<file path="src/rtl/base64_stream_encoder_defines.svh">
// ----------------------------------------------------------------------------
// base64_stream_encoder_defines : assertion macros for the base64 encoder
// Shared property forms for concurrent checks on the clock and reset.
// ----------------------------------------------------------------------------
`ifndef BASE64_STREAM_ENCODER_DEFINES_SVH
`define BASE64_STREAM_ENCODER_DEFINES_SVH

// same-cycle implication
`define B64E_ASSERT_IMPLY(label, cond, expr, msg) \
   label: assert property (@(posedge clock) disable iff (reset) (cond) |-> (expr)) \
      else $error(msg);

// next-cycle implication
`define B64E_ASSERT_NEXT(label, cond, expr, msg) \
   label: assert property (@(posedge clock) disable iff (reset) (cond) |=> (expr)) \
      else $error(msg);

`endif

</file>
<file path="src/rtl/b64e_pkg.sv">
// ----------------------------------------------------------------------------
// b64e_pkg : types and constants of the base64 stream encoder
// Item structs, the group record passed from front to back, symbol mapping.
// ----------------------------------------------------------------------------
package b64e_pkg;

   localparam logic [6:0] PAD_CODE = 7'h3D;
   localparam logic [5:0] SIX_MASK = 6'h3F;

   typedef struct packed {
      logic [7:0] data_byte;
      logic       final_byte;
   } req_type;

   typedef struct packed {
      logic [6:0] char_code;
      logic       last_char;
   } rsp_type;

   // one closed group of up to three bytes, zero-filled
   typedef struct packed {
      logic [23:0] word;
      logic        pad_third;
      logic        pad_fourth;
      logic        fin;
   } group_type;

   typedef struct packed {
      logic full;
      logic empty;
   } queue_status_type;

   // standard alphabet: A-Z a-z 0-9 + /
   function automatic logic [6:0] b64_symbol(input logic [5:0] v);
      logic [6:0] code;
      code = 7'h00;
      case (v) inside
         [6'd0:6'd25]:  code = 7'h41 + {1'b0, v};
         [6'd26:6'd51]: code = 7'h61 + {1'b0, v} - 7'd26;
         [6'd52:6'd61]: code = 7'h30 + {1'b0, v} - 7'd52;
         6'd62:         code = 7'h2B;
         6'd63:         code = 7'h2F;
         default:       code = 7'h00;
      endcase
      return code;
   endfunction

endpackage

</file>
<file path="src/rtl/base64_stream_encoder.sv">
// ----------------------------------------------------------------------------
// base64_stream_encoder : streaming base64 encoder, padded form
//
//   channel  | handshake        | payload
//   ---------+------------------+-------------------------------------
//   req_     | req_push/full    | data_byte, final_byte (one byte)
//   rsp_     | rsp_pop/empty    | char_code, last_char (one symbol)
//
// Bytes are taken one per cycle while the group queue has room; a byte that
// closes a group (third byte or final flag) is queued as one group record.
// The back end sends one symbol per cycle while the receiver keeps popping,
// four symbols per group.
// Reset is synchronous and empties the queue and the output register.
// A stalled output fills the queue, after which req_full rises.
// ----------------------------------------------------------------------------
`include "base64_stream_encoder_defines.svh"

module base64_stream_encoder import b64e_pkg::*; #(
   parameter int GROUP_QUEUE_DEPTH = 2
) (
   input  logic    clock,
   input  logic    reset,
   input  logic    req_push,
   input  req_type req_data,
   output logic    req_full,
   output logic    rsp_empty,
   input  logic    rsp_pop,
   output rsp_type rsp_data
);

   queue_status_type q_status;
   logic             q_push, q_pop;
   group_type        q_push_data, q_pop_data;

   b64e_front u_front (
      .clock    (clock),
      .reset    (reset),
      .req_push (req_push),
      .req_data (req_data),
      .req_full (req_full),
      .q_status (q_status),
      .q_push   (q_push),
      .q_data   (q_push_data)
   );

   b64e_queue #(
      .DEPTH (GROUP_QUEUE_DEPTH)
   ) u_queue (
      .clock     (clock),
      .reset     (reset),
      .push      (q_push),
      .push_data (q_push_data),
      .pop       (q_pop),
      .pop_data  (q_pop_data),
      .status    (q_status)
   );

   b64e_back u_back (
      .clock     (clock),
      .reset     (reset),
      .q_status  (q_status),
      .q_data    (q_pop_data),
      .q_pop     (q_pop),
      .rsp_data  (rsp_data),
      .rsp_empty (rsp_empty),
      .rsp_pop   (rsp_pop)
   );

   // a final byte always closes its group
   `B64E_ASSERT_IMPLY(a_final_closes, req_push && !req_full && req_data.final_byte, q_push, "final item did not close a group")

   `B64E_ASSERT_IMPLY(a_pop_nonempty, q_pop, !q_status.empty, "group taken from an empty queue")

   // a non-final pad is always followed by the closing pad
   `B64E_ASSERT_NEXT(a_pad_pair, !rsp_empty && rsp_pop && rsp_data.char_code == PAD_CODE && !rsp_data.last_char, !rsp_empty && rsp_data.char_code == PAD_CODE && rsp_data.last_char, "lone pad symbol")

endmodule

</file>
<file path="src/rtl/b64e_front.sv">
// ----------------------------------------------------------------------------
// b64e_front : byte gatherer
// Collects bytes into groups of up to three, pushing each closed group onward.
// ----------------------------------------------------------------------------
module b64e_front import b64e_pkg::*; (
   input  logic             clock,
   input  logic             reset,
   input  logic             req_push,
   input  req_type          req_data,
   output logic             req_full,
   input  queue_status_type q_status,
   output logic             q_push,
   output group_type        q_data
);

   typedef enum logic [1:0] {
      PHASE_ZERO,
      PHASE_ONE,
      PHASE_TWO
   } phase_type;

   phase_type   phase_ff, phase_in;
   logic [15:0] held_ff, held_in;
   logic        accept;
   logic        closes;

   assign req_full = q_status.full;
   assign accept   = req_push && !q_status.full;

   always_comb begin
      phase_in          = phase_ff;
      held_in           = held_ff;
      closes            = 1'b0;
      q_data.word       = 24'h000000;
      q_data.pad_third  = 1'b0;
      q_data.pad_fourth = 1'b0;
      q_data.fin        = req_data.final_byte;
      case (phase_ff)
         PHASE_ONE: begin
            closes            = req_data.final_byte;
            q_data.word       = {held_ff[15:8], req_data.data_byte, 8'h00};
            q_data.pad_fourth = 1'b1;
            if (accept) begin
               held_in  = {held_ff[15:8], req_data.data_byte};
               phase_in = PHASE_TWO;
            end
         end
         PHASE_TWO: begin
            closes      = 1'b1;
            q_data.word = {held_ff, req_data.data_byte};
         end
         default: begin
            closes            = req_data.final_byte;
            q_data.word       = {req_data.data_byte, 16'h0000};
            q_data.pad_third  = 1'b1;
            q_data.pad_fourth = 1'b1;
            if (accept) begin
               held_in  = {req_data.data_byte, 8'h00};
               phase_in = PHASE_ONE;
            end
         end
      endcase
      if (accept && closes) begin
         held_in  = 16'h0000;
         phase_in = PHASE_ZERO;
      end
   end

   assign q_push = accept && closes;

   always_ff @(posedge clock) begin
      if (reset) begin
         phase_ff <= PHASE_ZERO;
         held_ff  <= 16'h0000;
      end else begin
         phase_ff <= phase_in;
         held_ff  <= held_in;
      end
   end

endmodule

</file>
<file path="src/rtl/b64e_queue.sv">
// ----------------------------------------------------------------------------
// b64e_queue : group queue
// Small circular buffer of closed groups between the front and the back.
// ----------------------------------------------------------------------------
module b64e_queue import b64e_pkg::*; #(
   parameter int DEPTH = 2
) (
   input  logic             clock,
   input  logic             reset,
   input  logic             push,
   input  group_type        push_data,
   input  logic             pop,
   output group_type        pop_data,
   output queue_status_type status
);

   localparam int PTR_W = $clog2(DEPTH);
   localparam int CNT_W = $clog2(DEPTH + 1);

   group_type        entry_ff [DEPTH];
   logic [PTR_W-1:0] wr_ptr_ff, wr_ptr_in;
   logic [PTR_W-1:0] rd_ptr_ff, rd_ptr_in;
   logic [CNT_W-1:0] count_ff, count_in;
   logic             do_push, do_pop;

   assign status.full  = (count_ff == CNT_W'(DEPTH));
   assign status.empty = (count_ff == '0);
   assign do_push      = push && !status.full;
   assign do_pop       = pop && !status.empty;
   assign pop_data     = entry_ff[rd_ptr_ff];

   always_comb begin
      wr_ptr_in = wr_ptr_ff;
      rd_ptr_in = rd_ptr_ff;
      count_in  = count_ff;
      if (do_push) begin
         wr_ptr_in = (wr_ptr_ff == PTR_W'(DEPTH - 1)) ? '0 : wr_ptr_ff + 1'b1;
      end
      if (do_pop) begin
         rd_ptr_in = (rd_ptr_ff == PTR_W'(DEPTH - 1)) ? '0 : rd_ptr_ff + 1'b1;
      end
      if (do_push && !do_pop) begin
         count_in = count_ff + 1'b1;
      end else if (do_pop && !do_push) begin
         count_in = count_ff - 1'b1;
      end
   end

   always_ff @(posedge clock) begin
      if (do_push) begin
         entry_ff[wr_ptr_ff] <= push_data;
      end
   end

   always_ff @(posedge clock) begin
      if (reset) begin
         wr_ptr_ff <= '0;
         rd_ptr_ff <= '0;
         count_ff  <= '0;
      end else begin
         wr_ptr_ff <= wr_ptr_in;
         rd_ptr_ff <= rd_ptr_in;
         count_ff  <= count_in;
      end
   end

endmodule

</file>
<file path="src/rtl/b64e_back.sv">
// ----------------------------------------------------------------------------
// b64e_back : symbol emitter
// One group at a time: sends its four symbols, one per cycle unless stalled.
// ----------------------------------------------------------------------------
module b64e_back import b64e_pkg::*; (
   input  logic             clock,
   input  logic             reset,
   input  queue_status_type q_status,
   input  group_type        q_data,
   output logic             q_pop,
   output rsp_type          rsp_data,
   output logic             rsp_empty,
   input  logic             rsp_pop
);

   localparam logic [1:0] SLOT_FIRST  = 2'd0;
   localparam logic [1:0] SLOT_SECOND = 2'd1;
   localparam logic [1:0] SLOT_THIRD  = 2'd2;
   localparam logic [1:0] SLOT_FOURTH = 2'd3;

   group_type  grp_ff, grp_in;
   logic       busy_ff, busy_in;
   logic [1:0] slot_ff, slot_in;
   logic       rsp_valid_ff, rsp_valid_in;
   rsp_type    rsp_data_ff, rsp_data_in;
   logic       out_free;
   logic       advance;
   rsp_type    sym;

   assign out_free = !rsp_valid_ff || rsp_pop;
   assign advance  = busy_ff && out_free;
   assign q_pop    = !q_status.empty && (!busy_ff || (advance && slot_ff == SLOT_FOURTH));

   always_comb begin
      sym.last_char = 1'b0;
      case (slot_ff)
         SLOT_FIRST:  sym.char_code = b64_symbol(grp_ff.word[23:18] & SIX_MASK);
         SLOT_SECOND: sym.char_code = b64_symbol(grp_ff.word[17:12] & SIX_MASK);
         SLOT_THIRD: begin
            sym.char_code = grp_ff.pad_third ? PAD_CODE
                                             : b64_symbol(grp_ff.word[11:6] & SIX_MASK);
         end
         SLOT_FOURTH: begin
            sym.char_code = grp_ff.pad_fourth ? PAD_CODE
                                              : b64_symbol(grp_ff.word[5:0] & SIX_MASK);
            sym.last_char = grp_ff.fin;
         end
         default: sym.char_code = PAD_CODE;
      endcase
   end

   always_comb begin
      grp_in       = grp_ff;
      busy_in      = busy_ff;
      slot_in      = slot_ff;
      rsp_valid_in = rsp_valid_ff && !rsp_pop;
      rsp_data_in  = rsp_data_ff;
      if (advance) begin
         rsp_valid_in = 1'b1;
         rsp_data_in  = sym;
         slot_in      = slot_ff + 1'b1;
         if (slot_ff == SLOT_FOURTH) begin
            busy_in = 1'b0;
         end
      end
      if (q_pop) begin
         grp_in  = q_data;
         busy_in = 1'b1;
         slot_in = SLOT_FIRST;
      end
   end

   always_ff @(posedge clock) begin
      grp_ff      <= grp_in;
      rsp_data_ff <= rsp_data_in;
   end

   always_ff @(posedge clock) begin
      if (reset) begin
         busy_ff      <= 1'b0;
         slot_ff      <= SLOT_FIRST;
         rsp_valid_ff <= 1'b0;
      end else begin
         busy_ff      <= busy_in;
         slot_ff      <= slot_in;
         rsp_valid_ff <= rsp_valid_in;
      end
   end

   assign rsp_data  = rsp_data_ff;
   assign rsp_empty = !rsp_valid_ff;

endmodule

</file>
<file path="config.mk">
export PLATFORM = sky130hd
export DESIGN_NAME = base64_stream_encoder
export DESIGN_NICKNAME = d
export VERILOG_FILES = /design/src/rtl/b64e_pkg.sv /design/src/rtl/base64_stream_encoder.sv /design/src/rtl/b64e_front.sv /design/src/rtl/b64e_queue.sv /design/src/rtl/b64e_back.sv
export VERILOG_INCLUDE_DIRS = /design/src /design/src/rtl
export SDC_FILE = /design/constraint.sdc
export NUM_CORES = 1
export LEC_CHECK = 0
export BUFFER_PORTS_ARGS = -buffer_cell sky130_fd_sc_hd__buf_2
export CAP_MARGIN = 30
export CORE_UTILIZATION = 35
export CTS_CLUSTER_SIZE = 40
export DETAILED_ROUTE_END_ITERATION = 8
export HOLD_SLACK_MARGIN = 0.15
export PLACE_DENSITY = 0.57
export REMOVE_ABC_BUFFERS = 1
export SLEW_MARGIN = 30
export SYNTH_ARGS = -nofsm -noshare
export SYNTH_HDL_FRONTEND = slang
export SYNTH_HIERARCHICAL = 1
export SYNTH_SLANG_ARGS = --single-unit
</file>
<file path="constraint.sdc">
create_clock -name clock -period 6.4 [get_ports clock]
set_input_delay 0.64 -clock clock [delete_from_list [all_inputs] [get_ports clock]]
set_output_delay 0.64 -clock clock [all_outputs]
set_load 0.005 [all_outputs]
</file>
==> results.cfg, run 1 <==
[run_status]
status = complete, no violations

[yosys]
ys_seq_elements = 116
synth_edf_count = 89
yosysMostFrequentCell = edfxtp_1
synth_flop_cell = edfxtp_1
synth_area_sq_mm = 0.006859
synth_cells = 649
yosysWarnings = 6
synth.yosys.seq_area_share_pct = 46.84
yosysTopAreaCell = edfxtp_1
syn_area_per_cell_sq_um = 10.57
synth_top_area_share_pct = 38.96
synth_area_leaders = edfxtp_1 39%, ha_1 8.0%, dfxtp_1 7.9%
ys_types = 78
yosys-top-cells-count = 89 x edfxtp_1, 72 x nand2_1, 44 x ha_1
synth-async-reset-ratio_pct = 0

[clocking]
cts_buffers = 17
post_cts_buffers = 0
worstSkewPairLatency_ns = 0.41
htree_levels = 4
clock_path_buffers = 2
root_buffer = clkbuf_16
cts_tree = yes
cts_resized = 0
cts.reportedPaths.clkPinSlew_ns = 0.06
holdBufCountCts = 0
clkSinkCount = 116

[routing]
first_pass_iters = 5
drt_iter0_markers = 342
via_count = 4959
wl_per_cell_um = 16.29
vias_per_cell = 5.298
drc_errors = 0
antenna_left = 0
wl_um = 15250

[floorplan]
coreArea_sq_mm = 0.01896
dieArea_sq_mm = 0.02016
die_w_um = 142.0
rows = 50
start_util_pct = 36.18
die_h_um = 142.0
ios = 23

[sta]
drv_slew = 0
maxSlewHeadroom_pct = 40.58
min_period_over_period_pct = 44.95
fin_tns_setup_ns = 0
fmax_mhz = 347.6
rsz0062_at_grt = no
whs_ns = 0.4558
clock-skew-final_ns = 0.01236
tightest_slew_ns = 0.8912
hold_violations = 0
setup_slack_ns = 3.523
setup_viol = 0
fin_crit_ns = 2.877

[power]
p_clk_share_pct = 24.1
p_sw_uw = 1546
p_int_uw = 2233
peakVddDrop_mv = 0.2185
pwr-share-comb_pct = 41.6
p_leak_uw = 0.002771
seq_power_share_pct = 34.2
switching_share_pct = 40.91
powerDensity_mw_per_mm2 = 488.0

[layout]
drive_gt1_share_pct = 16.27
fill_cells = 1846
area_growth_syn_to_layout_pct = 12.90
antennaDiodeCount = 0
instances_no_fill = 936
nets = 720

[min_path]
hp-class = reg -> reg
hold_depth = 2

[global_routing]
first_global_vias = 4752
grt_max_degree = 31
grt_usage_pct = 16.10
antenna_found_initial = 0
grt_pass1_wl_um = 25090
gr-total-overflow = 0

[place]
pre_cts_ws_ns = 3.521
place.port_buffers = 22
dp.cells = 903
dp_hpwl_um = 11190
gp_congestion = 0.8782

[job]
cap_violations = 0

[worst_setup_path]
cp-start-kind = flop
cp.arrival_ns = 3.00
path_max_fanout = 14
crit_required_ns = 6.53
critPathKind = reg -> reg
end_kind = flop
reg2reg_depth = 8
-- state kept, by name, indices dropped and copies added (netlist names), named ones only --
| name | flops |
|---|---|
| u_back/busy_ff | 1 |
| u_back/grp_ff | 27 |
| u_back/rsp_data | 8 |
| u_back/rsp_valid_ff | 1 |
| u_back/slot_ff | 2 |
| u_front/held_ff | 16 |
| u_front/phase_ff | 2 |
| u_queue/count_ff | 2 |
| u_queue/entry_ff | 54 |
| u_queue/rd_ptr_ff | 1 |
| u_queue/wr_ptr_ff | 1 |
-- per-stage QoR --
| step | total power, uW | cell area, sq um | util (%) |
|---|---|---|---|
| 2_1_floorplan | 2408 | 6699 | - |
| 3_3_place_gp | 2845 | 7161 | 37.78 |
| 3_5_place_dp | 2867 | 7161 | 37.78 |
| 4_1_cts | 3798 | 7739 | 40.83 |
| 5_1_grt | 4048 | 7744 | 40.85 |
| 6_report | 3779 | 7744 | 40.85 |
-- final timing paths --
kind	start	to	slack, ns
hold reg to reg	u_front/held_ff[3]$_SDFFE_PP0P_	u_front/held_ff[3]$_SDFFE_PP0P_	0.46
hold / removal	u_front/held_ff[3]$_SDFFE_PP0P_	u_front/held_ff[3]$_SDFFE_PP0P_	0.46
setup / recovery	u_back/grp_ff[17]$_DFFE_PP_	u_back/rsp_data[7]$_DFFE_PP_	3.52
setup reg to reg	u_back/grp_ff[17]$_DFFE_PP_	u_back/rsp_data[7]$_DFFE_PP_	3.52
-- logic make-up after synthesis --
logic type	Yosys count	share of synthesized area, %
buffers and inverters	65	4.195
AOI/OAI and AO/OA	148	16.25
muxes	32	5.162
and+or+nand+nor	220	16.45
xor gates and xnor gates	24	3.065
DFF	116	46.84
adders and majority gates	44	8.026
-- layer usage --
layer  vias up  global-route usage [%]  routed length (um)
li1       2433                       -                   -
met1      2387                   22.37                7345
met2       130                   25.23                7133
met3         9                   3.365                 669
met4         0                   4.584                  95
met5         -                       0                   0
-- worst max-delay path: stages, from the launching register on --
cell and delay (ns):
edfxtp_1 0.51, inv_1 0.18, ha_1 0.22, nor2b_1 0.20, o211a_1 0.19, or2_0 0.56
o21ai_1 0.18, a2111oi_0 0.46, a31oi_1 0.09
-- power by group through the flow --
| stage | sequential, uW | clock (uW) | combinational (uW) |
|---|---|---|---|
| after floorplan | 1260 | 0 | 1150 |
| after global placement | 1300 | 0 | 1540 |
| after detailed placement | 1310 | 0 | 1560 |
| after CTS | 1290 | 937 | 1570 |
| after global routing | 1330 | 973 | 1750 |
| final | 1290 | 913 | 1570 |
-- cell usage in the layout (no fill, tap or decap), types with 4 or more instances in the layout --
cell / instances
nand2b_1: 8
ha_1: 44
clkbuf_16: 18
a21oi_2: 4
dfxtp_1: 27
a32oi_1: 7
a21oi_1: 33
mux2_2: 27
o221ai_1: 4
o31ai_1: 4
edfxtp_1: 89
nand3_1: 17
nor2b_1: 8
mux2i_1: 5
inv_1: 33
xnor2_1: 16
o21ai_0: 17
o21ai_1: 4
nor3b_1: 4
inv_6: 5
nand2_1: 72
nor3_1: 17
xor2_1: 8
inv_8: 5
a31oi_1: 8
o211ai_1: 6
nor2_1: 40
a22oi_1: 8
buf_2: 23
and2_1: 13
nand3b_1: 11
nor4_1: 5
or2_2: 4
-- cell type report --
type	instances	area [sq um]	area share, %
clock inverter	14	127.6	1.648
timing repair buffer	26	137.6	1.777
tap	260	325.3	4.201
sequential	116	3213	41.49
clock buffer	18	450.4	5.817
inverter	34	127.6	1.648
multi-input combinational	468	3362	43.42
Power figures use the tool's default switching activity.
==> inputs of run 2 (changes only) <==
--- a/config.mk
+++ b/config.mk
@@ -6,13 +6,14 @@
 export SDC_FILE = /design/constraint.sdc
 export NUM_CORES = 1
 export LEC_CHECK = 0
+export ABC_AREA = 1
 export BUFFER_PORTS_ARGS = -buffer_cell sky130_fd_sc_hd__buf_2
 export CAP_MARGIN = 30
 export CORE_UTILIZATION = 35
 export CTS_CLUSTER_SIZE = 40
 export DETAILED_ROUTE_END_ITERATION = 8
 export HOLD_SLACK_MARGIN = 0.15
-export PLACE_DENSITY = 0.57
+export PLACE_DENSITY = 0.59
 export REMOVE_ABC_BUFFERS = 1
 export SLEW_MARGIN = 30
 export SYNTH_ARGS = -nofsm -noshare
==> constraint.sdc (replaced) <==
create_clock -name clock -period 2.5 [get_ports clock]
set_input_delay 0.25 -clock clock [delete_from_list [all_inputs] [get_ports clock]]
set_output_delay 0.25 -clock clock [all_outputs]
set_load 0.005 [all_outputs]
==> run 2 against run 1 <==
Against the previous run: first-iteration DRC count up 7.3%; largest cell class unchanged; worst hold slack got worse by 0.29 ns; wire length fell by 1.0%; highest routed layer unchanged; sequential power up 130%; global-route usage is 1.1 points lower; largest power group unchanged; register-to-register slack worse by 3.2 ns; fmax is 31% higher; critical path depth rose by 2; power is 150% higher; utilization increased by 0.36 points; die area up 4.3%; sequential share of layout area down 2.1 points.
==> results.cfg, run 2 <==
[run_status]
status = complete, no violations

[global_routing]
grt_max_degree = 30
grt_pass1_wl_um = 25260
antenna_found_initial = 0
gr-total-overflow = 0
first_global_vias = 5185
grt_usage_pct = 14.95

[yosys]
synth-async-reset-ratio_pct = 0
yosys-top-cells-count = 191 x nand2_1, 95 x inv_1, 89 x edfxtp_1
synth_top_area_share_pct = 37.34
synth_area_leaders = edfxtp_1 37%, nand2_1 10%, ha_1 7.7%
synth_flop_cell = edfxtp_1
yosysTopAreaCell = edfxtp_1
synth_area_sq_mm = 0.007157
ys_types = 43
yosysMostFrequentCell = nand2_1
synth.yosys.seq_area_share_pct = 44.90
synth_edf_count = 89
ys_seq_elements = 116
yosysWarnings = 6
syn_area_per_cell_sq_um = 8.749
synth_cells = 818

[clocking]
cts_buffers = 17
cts_tree = yes
clock_path_buffers = 2
clkSinkCount = 116
cts.reportedPaths.clkPinSlew_ns = 0.05
worstSkewPairLatency_ns = 0.41
root_buffer = clkbuf_16
htree_levels = 4

[sta]
fin_crit_ns = 2.190
min_period_over_period_pct = 87.58
whs_ns = 0.1628
fin_tns_setup_ns = 0
hold_violations = 0
fmax_mhz = 456.7
maxSlewHeadroom_pct = 65.98
setup_viol = 0
tightest_slew_ns = 0.5085
clock-skew-final_ns = 0.009557
drv_slew = 0
rsz0062_at_grt = no

[worst_setup_path]
crit_slowest_cell = o21a_1
critPathKind = reg -> reg
cp.arrival_ns = 2.35
crit_required_ns = 2.66
cpLargestDelayFamily = compound AO/OA/AOI/OAI gates
crit_chain = inv_1 > ha_1 > nand2_1 > o21ai_0 > o21a_1 > o21ai_0 > nand3_1 > nand3_1 > o31ai_1 > inv_1
cpPeakStageDelay_ns = 0.40
cp_num_buf_inv = 2
path_max_fanout = 12
end_kind = flop
cp-start-kind = flop

[routing]
drc_errors = 0
antenna_left = 0
drt_iter0_markers = 367
wl_per_cell_um = 13.28
vias_per_cell = 4.789
first_pass_iters = 5
wl_um = 15090
via_count = 5440

[floorplan]
rows = 51
coreArea_sq_mm = 0.01978
die_h_um = 145.0
die_w_um = 145.0
start_util_pct = 36.18
dieArea_sq_mm = 0.02102
ios = 23

[place]
gp_congestion = 0.8872
place.port_buffers = 22
dp_hpwl_um = 11010

[layout]
fill_cells = 1971
largest_register_ffs = 54
drive_gt1_share_pct = 16.19
nets = 915
layout_commonest_cell = nand2_1
biggestRegsByFlops = u_queue/entry_ff x54, u_back/grp_ff x27, u_front/held_ff x16
most-common-layout-cells = 190 x nand2_1, 94 x inv_1, 89 x edfxtp_1
antennaDiodeCount = 0
largest-register = u_queue/entry_ff
area_growth_syn_to_layout_pct = 13.92

[min_path]
hp-class = in -> reg

[job]
cap_violations = 0

[power]
powerDensity_mw_per_mm2 = 1140
p_leak_uw = 0.003436
peakVddDrop_mv = 0.5556
run 2: through the flow:
| step | setup WS [ns] | cell area, sq um | utilization (%) | total power [uW] | instances |
|---|---|---|---|---|---|
| final | 0.3104 | 8153 | 41.21 | 9296 | 1136 |
| after global placement | 0.2520 | 7589 | 38.36 | 7123 | 1102 |
| after detailed placement | 0.1748 | 7589 | 38.36 | 7111 | 1102 |
| after floorplan | -0.3709 | 6972 | - | 5997 | 796 |
| after global routing | 0.01310 | 8153 | 41.21 | 10060 | 1136 |
| after CTS | 0.1622 | 8150 | 41.20 | 9333 | 1136 |
run 2: what timing repair did:
item | in CTS | in global routing
setup endpoints to repair | 0 | 6
buffers inserted | 0 | 0
hold buffers | 2 | 0
hold endpoints to repair | 4 | 0
gates resized for setup | 0 | 2
run 2: final cells by class:
type | instances | area [sq um] | area share, %
Inverter | 105 | 394.1 | 4.834
Tap cell | 265 | 331.6 | 4.067
Timing Repair Buffer | 43 | 297.8 | 3.653
Clock inverter | 15 | 116.4 | 1.427
Multi-Input combinational cell | 575 | 3374 | 41.39
Sequential cell | 116 | 3213 | 39.41
Clock buffer | 17 | 425.4 | 5.218
run 2: cell families after synthesis:
| kind of cell | Yosys count | share of synthesized area, % |
|---|---|---|
| xor gates and xnor gates | 22 | 2.692 |
| AOI/OAI and AO/OA | 118 | 9.213 |
| and+or+nand+nor | 364 | 22.12 |
| muxes | 27 | 5.297 |
| DFF | 116 | 44.90 |
| adders and majority gates | 44 | 7.692 |
| buffers and inverters | 127 | 8.094 |
run 2: final timing paths:
path / start / to / slack (ns) / cells past startpoint
hold reg to reg: u_front/held_ff[11]$_SDFFE_PP0P_ / u_front/held_ff[11]$_SDFFE_PP0P_ / 0.47 / 2
setup reg to reg: u_back/grp_ff[11]$_DFFE_PP_ / u_back/rsp_data[7]$_DFFE_PP_ / 0.31 / 10
hold / removal: rsp_pop / u_back/rsp_valid_ff$_SDFF_PP0_ / 0.16 / 3
setup / recovery: u_back/grp_ff[11]$_DFFE_PP_ / u_back/rsp_data[7]$_DFFE_PP_ / 0.31 / 10
run 2: tightest hold or removal path: stages:
cell	delay [ns]
buf_2	0.07
or2_2	0.12
a21oi_1	0.07
run 2: metal layers:
layer / global-route usage [%] / share of wire (%)
met5: 0 / 0
met4: 4.734 / 1.2
met3: 3.491 / 4.2
met2: 23.22 / 45
met1: 20.45 / 49
run 2: power breakdown:
part	switching, uW	internal, uW	total (uW)
logic	2590	1500	4090
registers	335	2680	3010
clock network	848	1350	2200
==> inputs of run 3 (changes only) <==
--- a/config.mk
+++ b/config.mk
@@ -6,7 +6,6 @@
 export SDC_FILE = /design/constraint.sdc
 export NUM_CORES = 1
 export LEC_CHECK = 0
-export ABC_AREA = 1
 export BUFFER_PORTS_ARGS = -buffer_cell sky130_fd_sc_hd__buf_2
 export CAP_MARGIN = 30
 export CORE_UTILIZATION = 35
==> run 3 against run 2 <==
Against the previous run: utilization is 2.0 points higher; power is 9.8% higher; via count shrank 6.1%; critical endpoint is now u_back/rsp_data[2]$_DFFE_PP_; register-to-register slack worse by 0.22 ns; worst hold slack gained 0.0012 ns; die area shrank 4.1%; clock skew down 0.0014 ns.
==> results.cfg, run 3 (same netlist as run 1, synthesis figures left out) <==
[layout]
largest-register = u_queue/entry_ff
area_growth_syn_to_layout_pct = 19.35
layout_commonest_cell = edfxtp_1
biggestRegsByFlops = u_queue/entry_ff x54, u_back/grp_ff x27, u_front/held_ff x16
nets = 769
most-common-layout-cells = 89 x edfxtp_1, 72 x nand2_1, 50 x buf_4
fill_cells = 1776
antennaDiodeCount = 0
largest_register_ffs = 54
drive_gt1_share_pct = 23.03

[sta]
whs_ns = 0.1640
fmax_mhz = 414.3
hold_violations = 0
min_period_over_period_pct = 96.54
setup_viol = 0
maxSlewHeadroom_pct = 63.81
fin_crit_ns = 2.414
clock-skew-final_ns = 0.008177
tightest_slew_ns = 0.5429
drv_slew = 0

[worst_setup_path]
critPathKind = reg -> reg
path_max_fanout = 7
cpPeakStageDelay_ns = 0.54
crit_required_ns = 2.63
cp-start-kind = flop
cpLargestDelayFamily = compound AO/OA/AOI/OAI gates
cp.arrival_ns = 2.55
cp_num_buf_inv = 0
crit_chain = or4b_1 > a221o_1 > nor2b_1 > a31oi_1 > o221a_2 > a32oi_1
crit_slowest_cell = or4b_1
end_kind = flop

[min_path]
hp-class = in -> reg

[floorplan]
die_w_um = 142.0
ios = 23
dieArea_sq_mm = 0.02016
rows = 50
start_util_pct = 36.18
coreArea_sq_mm = 0.01896
die_h_um = 142.0

[clocking]
root_buffer = clkbuf_16
cts_tree = yes
clkSinkCount = 116
clock_path_buffers = 2
htree_levels = 4
cts.reportedPaths.clkPinSlew_ns = 0.06
cts_buffers = 17
worstSkewPairLatency_ns = 0.41

[power]
pwr-share-comb_pct = 47.2
p_leak_uw = 0.002993
seq_power_share_pct = 31.3
powerDensity_mw_per_mm2 = 1246
p_sw_uw = 4031
p_int_uw = 6173
p_clk_share_pct = 21.6
total_power_uw = 10200
peakVddDrop_mv = 0.5981
switching_share_pct = 39.51

[routing]
wl_per_cell_um = 15.92
vias_per_cell = 5.188
wl_um = 15680
first_pass_iters = 4
antenna_left = 0
drc_errors = 0
drt_iter0_markers = 358
via_count = 5110

[place]
place.port_buffers = 22
dp_hpwl_um = 11490
gp_congestion = 0.9381

[global_routing]
met2_usage_pct = 25.83
grt_usage_pct = 16.29
gr-total-overflow = 0
grt_util_met1_pct = 21.99
grt_max_degree = 30
grt_pass1_wl_um = 25540
first_global_vias = 4882
antenna_found_initial = 0
gr-max-usage-layer = met2
grtUsageMet3_pct = 3.533

[job]
cap_violations = 0

[run_status]
status = complete, no violations
-- run 3: metrics by stage --
step           std cells  worst slack (ns)  utilization [%]  TNS [ns]  area [sq um]
2_1_floorplan        618            -1.103                -    -6.811          6699
3_3_place_gp         940           0.03475            39.37         0          7463
3_5_place_dp         940          -0.04999            39.37  -0.04999          7463
4_1_cts              973           0.01072            42.36         0          8030
5_1_grt              985          -0.01816            43.19  -0.03335          8187
6_report             985           0.08645            43.19         0          8187
-- run 3: final cells by class --
cell class	count	area (sq um)	share of cell area (%)
tap	260	325.3	3.974
clock buffer	18	450.4	5.502
clock inverter	14	106.4	1.299
timing repair buffer	75	535.5	6.541
multi-input combinational	468	3428	41.88
sequential	116	3213	39.25
inverter	34	127.6	1.559
-- run 3: repair_timing --
item | 4_1_cts | 5_1_grt
hold endpoints to repair | 2 | 0
setup endpoints to repair | 1 | 7
hold buffers | 1 | 0
pin swaps | 0 | 5
gates resized for setup | 1 | 15
buffers inserted | 0 | 12
-- run 3: final timing paths --
| kind | from | cells past startpoint | slack, ns | endpoint |
|---|---|---|---|---|
| min reg2reg | u_front/held_ff[10]$_SDFFE_PP0P_ | 2 | 0.45 | u_front/held_ff[10]$_SDFFE_PP0P_ |
| max | u_back/grp_ff[21]$_DFFE_PP_ | 6 | 0.09 | u_back/rsp_data[2]$_DFFE_PP_ |
| min | reset | 2 | 0.16 | flop |
| max reg2reg | u_back/grp_ff[21]$_DFFE_PP_ | 6 | 0.09 | u_back/rsp_data[2]$_DFFE_PP_ |
-- run 3: layer usage --
layer	vias to the layer above	wire length (um)
met4	0	176
met3	11	495
li1	2521	-
met1	2469	7499
met5	-	0
met2	109	7512
-- run 3: power by group through the flow --
stage	Sequential, uW	Combinational [uW]	Clock [uW]
2_1_floorplan	3220	2950	0
3_3_place_gp	3210	4460	0
3_5_place_dp	3240	4500	0
4_1_cts	3200	4530	2250
5_1_grt	3260	5270	2340
6_report	3190	4810	2200
